===== config.mk =====
export PLATFORM = sky130hd
export DESIGN_NAME = tvq_dist
export DESIGN_NICKNAME = d
export VERILOG_FILES = /design/src/design/tvq_pkg.sv /design/src/design/tvq_dist.sv
export SDC_FILE = /design/constraint.sdc
export NUM_CORES = 1
export LEC_CHECK = 0
export ABC_CLOCK_PERIOD_IN_PS = 7400
export BUFFER_PORTS_ARGS = -buffer_cell sky130_fd_sc_hd__buf_2
export CAP_MARGIN = 30
export CORE_MARGIN = 8
export CORE_UTILIZATION = 55
export CTS_CLUSTER_SIZE = 25
export DETAILED_ROUTE_END_ITERATION = 12
export GPL_TIMING_DRIVEN = 1
export PLACE_DENSITY = 0.72
export SYNTH_ARGS = -nofsm -noshare
export SYNTH_HDL_FRONTEND = slang
export SYNTH_SLANG_ARGS = --single-unit
export TNS_END_PERCENT = 100

===== constraint.sdc =====
create_clock -name clk -period 7.4 [get_ports clk]
set_clock_uncertainty 0.1 [all_clocks]
set_input_delay 2.22 -clock clk [delete_from_list [all_inputs] [get_ports clk]]
set_output_delay 2.22 -clock clk [all_outputs]
set_load 0.05 [all_outputs]

===== src/design/tvq_pkg.sv =====
// Shared constants, types and a helper function of the Tokhura vector quantizer.
package tvq_pkg;

  localparam int CODEWORDS  = 32;
  localparam int DIMENSION  = 12;
  localparam int COEF_WIDTH = 16;

  // Fixed field widths of the transaction payload
  localparam int CW_W   = 5;
  localparam int POS_W  = 4;
  localparam int ACT_W  = 6;
  localparam int DIST_W = 41;

  // Derived storage and datapath widths
  localparam int CB_DEPTH = CODEWORDS * DIMENSION;
  localparam int CB_AW    = $clog2(CB_DEPTH);
  localparam int TV_AW    = (DIMENSION > 1) ? $clog2(DIMENSION) : 1;
  localparam int SQ_W     = 2 * COEF_WIDTH;
  localparam int WT_W     = 6;
  localparam int PROD_W   = SQ_W + WT_W;

  localparam logic [ACT_W-1:0] ACTIVE_RESET = ACT_W'(CODEWORDS);

  // Register map: one register, index taken from paddr[2]
  localparam logic REG_ACTIVE = 1'b0;

  typedef enum logic {
    OP_CODEBOOK = 1'b0,
    OP_TEST     = 1'b1
  } op_t;

  localparam int WEIGHT_COUNT = 12;
  localparam logic [WT_W-1:0] WEIGHTS [WEIGHT_COUNT] = '{
    6'd1, 6'd3, 6'd7, 6'd13, 6'd19, 6'd22, 6'd25, 6'd33, 6'd42, 6'd50, 6'd56, 6'd61
  };

  // Positions past the table reuse the last weight
  function automatic logic [WT_W-1:0] weight_at(input logic [TV_AW-1:0] pos);
    logic [WT_W-1:0] w;
    w = WEIGHTS[WEIGHT_COUNT-1];
    for (int i = 0; i < WEIGHT_COUNT; i++) begin
      if (32'(pos) == i) begin
        w = WEIGHTS[i];
      end
    end
    return w;
  endfunction

  // Tag that travels down the distance pipeline with each coefficient pair
  typedef struct packed {
    logic             valid;
    logic             first;
    logic             last;
    logic             lastcw;
    logic [TV_AW-1:0] pos;
    logic [CW_W-1:0]  cw;
  } tag_t;

  // Outcome of one search
  typedef struct packed {
    logic              done;
    logic [CW_W-1:0]   index;
    logic [DIST_W-1:0] distance;
  } search_res_t;

endpackage


===== src/design/tvq_dist.sv =====
// Distance pipeline: difference, square, weight, accumulate and running argmin.
module tvq_dist (
  input  logic                              clk,
  input  logic                              rst,
  input  tvq_pkg::tag_t                     tag_in,
  input  logic [tvq_pkg::COEF_WIDTH-1:0]    tv_data,
  input  logic [tvq_pkg::COEF_WIDTH-1:0]    cb_data,
  output tvq_pkg::search_res_t              res
);

  tvq_pkg::tag_t t2, t3, t4, t5;

  logic signed [tvq_pkg::COEF_WIDTH:0]  diff;
  logic signed [tvq_pkg::COEF_WIDTH:0]  diff_neg;
  logic [tvq_pkg::COEF_WIDTH-1:0]       mag;
  logic [tvq_pkg::SQ_W-1:0]             sq;
  logic [tvq_pkg::PROD_W-1:0]           prod;
  logic [tvq_pkg::DIST_W-1:0]           acc;
  logic [tvq_pkg::DIST_W-1:0]           best;
  logic [tvq_pkg::CW_W-1:0]             best_idx;
  logic                                 done;

  // Sign-extended difference of the two coefficients and its magnitude
  always_comb begin
    diff     = {tv_data[tvq_pkg::COEF_WIDTH-1], tv_data}
             - {cb_data[tvq_pkg::COEF_WIDTH-1], cb_data};
    diff_neg = -diff;
  end

  // Advance the tags
  always_ff @(posedge clk) begin
    if (rst) begin
      t2 <= '0;
      t3 <= '0;
      t4 <= '0;
      t5 <= '0;
    end else begin
      t2 <= tag_in;
      t3 <= t2;
      t4 <= t3;
      t5 <= t4;
    end
  end

  // Arithmetic stages: magnitude, square, weight and accumulate; square and weight use one multiplier each
  always_ff @(posedge clk) begin
    mag  <= diff[tvq_pkg::COEF_WIDTH] ? diff_neg[tvq_pkg::COEF_WIDTH-1:0]
                                      : diff[tvq_pkg::COEF_WIDTH-1:0];
    sq   <= tvq_pkg::SQ_W'(mag) * tvq_pkg::SQ_W'(mag);
    prod <= tvq_pkg::PROD_W'(sq) * tvq_pkg::PROD_W'(tvq_pkg::weight_at(t3.pos));
    if (t4.valid) begin
      acc <= t4.first ? tvq_pkg::DIST_W'(prod) : acc + tvq_pkg::DIST_W'(prod);
    end
  end

  // Keep the lowest distance; strict compare lets the lowest index win ties
  always_ff @(posedge clk) begin
    if (t5.valid && t5.last && (t5.cw == '0 || acc < best)) begin
      best     <= acc;
      best_idx <= t5.cw;
    end
  end

  always_ff @(posedge clk) begin
    if (rst) begin
      done <= 1'b0;
    end else begin
      done <= t5.valid && t5.last && t5.lastcw;
    end
  end

  assign res.done     = done;
  assign res.index    = best_idx;
  assign res.distance = best;

endmodule


==> flow_summary.yaml, run 1 <==
run_status:
  status: "completed"
flow_run:
  cap_violations: 0
synthesis:
  ys_ff_latch: 216
  ys_warn_count: 0
  synth-seq-area-share_pct: 22.0
  syn-instance-count: 2522
  synthArstFlopShare_pct: 0
  synth_top_area_share_pct: 24.3
  synth_area_per_cell_um2: 9.36
  yosysTopAreaCell: "fa_1"
  synth-edff-count: 87
  synth-main-ff-cell: "dfxtp_1"
  synthTopCellsByArea: "fa_1 (24%), ha_1 (13%), edfxtp_1 (11%), dfxtp_1 (11%), inv_1 (7.4%)"
  ys_types: 78
  syn_area_um2: 23600
sta:
  final_hold_viol_count: 0
  max_freq_mhz: 153
  finalSetupViolations: 0
  slew_headroom_pct: 52.0
  tightest_slew_ns: 0.720
  final.setup.tns_ns: 0
  period_share_pct: 88.1
  maxSlewViolCount: 0
  period_needed_ns: 6.52
  rsz0062_at_grt: "no"
routing:
  drc: 0
  routed_wl_mm: 45.9
  vias: 16500
  drtIter0Drc: 731
  drtAntennaViolNets: 0
  post_drt_wl_per_cell_um: 14.6
  vias_per_cell: 5.23
  drt-pass1-iter-count: 4
place:
  portBuffers: 93
  hpwlAfterDp_mm: 38.0
  gp_congestion: 0.873
critical_path:
  cp.required_ns: 7.77
  startpoint_type: "register"
  reg2reg_to: "sq[31]"
  arrival_ns: 6.89
  worstSetupEndpointType: "register"
  r2r_start: "mag[12]"
  rrSetupSlack_ns: 0.88
  worstRegToRegCells: 19
  worstSetupPathType: "reg -> reg"
  path_max_fanout: 16
min_path:
  min_path_cells: 1
  min_to: "t3[2]"
  min_path_type: "reg -> reg"
  min-delay-start: "t2[2]"
final_layout:
  drive_above_1_share_pct: 7.01
  area_delta_synth_final_pct: 7.69
  n_antenna_cell: 0
  final_nets: 3153
floorplanning:
  placementRows: 76
  ios: 94
  core_um2: 42700
  dieHeight_um: 223
  start_util_pct: 55.3
  dieArea_um2: 49800
  dieWidth_um: 223
clock_tree:
  cts_buffers: 25
  cts_resized: 0
  root_buffer: "clkbuf_16"
  clkSlewWorstSetupHoldPaths_ns: 0.06
  cts_hold_buffers: 0
  cts_sinks: 216
  cts_buffer_depth: 3
  cts_tree: "built"
  ctsHtreeMaxLevel: 1
  post-cts-setup-buffers: 0
  insertion_delay_ns: 0.56
global_routing:
  grt_first_pass_wirelength_mm: 79.5
  grt_max_degree: 76
  antenna_found_initial: 0
  grt_pass1_vias: 17500
  gr-usage-all-layers_pct: 18.6
  grt.overflow.total: 0
-- worst max path at each step --
stage | startpoint | endpoint | slack [ns] | depth (start not counted)
5_1_grt | mag[4] | sq[30] | 0.64 | 20
3_3_place_gp | mag[13] | sq[31] | 1.10 | 19
3_5_place_dp | mag[2] | sq[31] | 0.94 | 19
6_report | mag[12] | sq[31] | 0.88 | 19
2_1_floorplan | mag[13] | sq[30] | 1.42 | 20
4_1_cts | mag[2] | sq[31] | 0.90 | 19
-- kinds of logic after synthesis --
kind of cell | synth area share (%)
compound gates | 11.3
xor+xnor | 4.53
fa+ha+maj | 37.0
buf+inv | 8.69
flops | 22.0
mux | 0.552
other cells | 0.0318
simple gates | 15.9
-- synth_stat cells, drive strengths merged (6+ instances only) --
library cell  number
inv              467
fa               286
ha               241
nand2            156
nor2b            151
and2             147
dfxtp            129
a21oi            112
edfxtp            87
nor2              84
o21ai             84
a21o              73
clkbuf            71
xnor2             71
xor2              51
nand3             34
nand2b            23
nor3              20
o21a              20
a31oi             17
and3              17
nand4             17
o31ai             13
or2               13
o21bai            12
a2111oi           11
a211oi             8
mux2               8
o211ai             7
a211o              6
nor3b              6
nor4               6
nor4b              6
-- state kept, by name, summed over array words and instances (netlist names), 5 cells and up --
name      cells
t2           13
sq           31
prod         38
t5            8
best_idx      5
acc          41
mag          16
best         41
t3           13
t4            9
-- critical path, stage by stage (launching register included) --
cell and delay (ns):
dfxtp_1 0.72, nand2_1 0.23, fa_1 0.56, inv_1 0.05, fa_1 0.54, inv_1 0.05
fa_1 0.48, fa_1 0.56, fa_1 0.43, fa_1 0.49, inv_1 0.04, ha_1 0.42
nand3_1 0.11, nor2_1 0.17, and3_1 0.22, nand2_1 0.06, o31a_1 0.33, nor4b_1 0.53
o41a_1 0.22, xnor2_1 0.11
-- cells in the final DEF, fill, tap and decap left out, types with 74 or more instances in the layout --
| master | synthesis | final |
|---|---|---|
| buf_2 | 1 | 93 |
| o21ai_0 | 75 | 74 |
| a21oi_1 | 110 | 109 |
| edfxtp_1 | 87 | 87 |
| nor2_1 | 84 | 84 |
| inv_1 | 467 | 467 |
| fa_1 | 286 | 286 |
| nor2b_1 | 151 | 151 |
| dfxtp_1 | 129 | 127 |
| and2_1 | 147 | 147 |
| ha_1 | 241 | 241 |
| nand2_1 | 156 | 156 |
-- layout make-up --
type / count / area (um^2)
Fill cell: 3699 / 17300
Clock buffer: 31 / 669
Clock inverter: 15 / 171
Multi-Input combinational cell: 1766 / 16400
Inverter: 467 / 1750
Tap cell: 546 / 683
Sequential cell: 216 / 5200
Timing Repair Buffer: 103 / 553
-- layer usage --
layer	vias up	track usage [%]	share of wire (%)
met5	-	0	0
met1	7864	23.0	45
met2	293	34.0	50
met3	54	2.25	3.8
met4	0	4.59	1.9
li1	8247	-	-
-- per-stage QoR --
stage | utilization [%] | area (um^2) | instances | hold WS [ns] | setup slack [ns]
detailed placement | 57.5 | 24600 | 3098 | 0.320 | 0.937
floorplan | - | 23600 | 2525 | 0.286 | 1.42
global route | 59.5 | 25400 | 3144 | 0.355 | 0.638
global placement | 57.5 | 24500 | 3097 | 0.316 | 1.10
finish | 59.5 | 25400 | 3144 | 0.332 | 0.877
CTS | 59.5 | 25400 | 3144 | 0.335 | 0.901
Power of run 1 is left out: the tool's default activity adds up to more than one toggle a clock period on the data nets, which glitch-free logic cannot reach.
==> run 2, diff against run 1 <==
- CELL_PAD_IN_SITES_DETAIL_PLACEMENT: not set -> 1
- CELL_PAD_IN_SITES_GLOBAL_PLACEMENT: not set -> 2
- CORE_UTILIZATION: 55 -> 41
- PLACE_DENSITY: 0.72 -> not set
- PLACE_DENSITY_LB_ADDON: not set -> 0.1
==> flow_summary.yaml, run 2 (synthesis gave the netlist of run 1 again) <==
run_status:
  status: "completed"
routing:
  drc: 0
  post_drt_wl_per_cell_um: 16.1
  drt-pass1-iter-count: 4
  drtAntennaViolNets: 0
  vias_per_cell: 4.93
  vias: 16600
  routed_wl_mm: 54.3
  drtIter0Drc: 410
floorplanning:
  dieWidth_um: 256
  ios: 94
  dieHeight_um: 256
  start_util_pct: 41.2
  dieArea_um2: 65500
  core_um2: 57300
  placementRows: 88
final_layout:
  fillerInstances: 6643
  final_cells: 3369
  final_nets: 3158
  n_antenna_cell: 0
  layout_common_cells: "inv_1 (467), fa_1 (286), ha_1 (241)"
  drive_above_1_share_pct: 7.03
  multiInputGateArea_um2: 16400
  final_common_cell: "inv_1"
  area_delta_synth_final_pct: 8.78
  reg_top3: "acc x41, best x41, prod x38"
  regArea_um2: 5200
critical_path:
  cp.required_ns: 7.75
  path_buf_inv: 6
  path_delay_family: "adder cells"
  startpoint_type: "register"
  crit_slowest_cell: "fa_1"
  arrival_ns: 6.88
  worstSetupPathType: "reg -> reg"
  path_cells: "and2_1, fa_1, inv_1, fa_1, inv_1, fa_1, inv_1, fa_1, inv_1, fa_1, inv_1, fa_1, inv_1, ha_1, a21oi_1, nand2_1, a211o_1, nand4_1, a21boi_1, and3_1, o31a_1, o311ai_1"
  crit_path_max_incr_delay_ns: 0.54
  worstSetupEndpointType: "register"
  path_max_fanout: 16
global_routing:
  grt_max_degree: 76
  grt_first_pass_wirelength_mm: 92.8
  use_met2_pct: 30.8
  grt.overflow.total: 0
  grt-busiest-layer: "met2"
  gr-usage-all-layers_pct: 16.6
  met3_usage_pct: 1.66
  antenna_found_initial: 0
  grt_pass1_vias: 18900
  grt_use_met1_pct: 20.5
clock_tree:
  root_buffer: "clkbuf_16"
  post-cts-setup-buffers: 0
  cts_hold_buffers: 0
  insertion_delay_ns: 0.58
  cts_buffers: 26
  cts_buffer_depth: 3
  cts_sinks: 216
  cts_resized: 0
  clkSlewWorstSetupHoldPaths_ns: 0.07
  ctsHtreeMaxLevel: 1
  cts_tree: "built"
place:
  hpwlAfterDp_mm: 45.6
  portBuffers: 93
  dp_cells: 3321
  gp_congestion: 0.810
sta:
  period_needed_ns: 6.54
  final_hold_viol_count: 0
  slew_headroom_pct: 50.9
  max_freq_mhz: 153
  period_share_pct: 88.3
  rsz0062_at_grt: "no"
  tightest_slew_ns: 0.727
  maxSlewViolCount: 0
  final.setup.tns_ns: 0
  finalSetupViolations: 0
min_path:
  min_path_type: "reg -> reg"
flow_run:
  cap_violations: 0
==> run 2: cell types whose count changed in the layout (fill, tap and decap cells not counted), sizes merged <==
cell,previous run,this run
clkbuf,31,35
clkinv,7,8
clkinvlp,1,3
bufinv,2,0
inv,472,469
buf,103,107
==> run 2: layout make-up <==
cell class	instances	share of cell area, %
repair buffers	107	2.22
flip-flops and latches	216	20.3
well taps	765	3.73
multi-input cells	1766	63.8
inverters	467	6.83
clock buffers	35	2.74
clock inverters	13	0.395
==> run 2: per-stage QoR <==
step	worst slack (ns)	instance area (um^2)	hold slack [ns]	util (%)
final	0.865	25700	0.334	44.8
after global routing	0.336	25700	0.342	44.8
after CTS	0.794	25700	0.337	44.8
after detailed placement	0.831	24900	0.321	43.4
after global placement	0.985	24900	0.315	43.4
after floorplan	1.42	23600	0.286	-
==> run 2: routing by layer <==
metal / part of all wire (%) / routed length, um / vias to the layer above
li1: - / - / 8248
met1: 45 / 24700 / 8166
met2: 50 / 27200 / 148
met3: 2.1 / 1150 / 62
met4: 2.5 / 1370 / 0
met5: 0 / 0 / -
==> run 2: path summary, 6_finish.rpt <==
check        endpoint  slack, ns   start  depth (start not counted)
max            sq[30]       0.86  mag[2]                         22
min            t3[12]       0.33  t2[12]                          1
max reg2reg    sq[30]       0.86  mag[2]                         22
min reg2reg    t3[12]       0.33  t2[12]                          1
Power of run 2 is left out for the same reason.
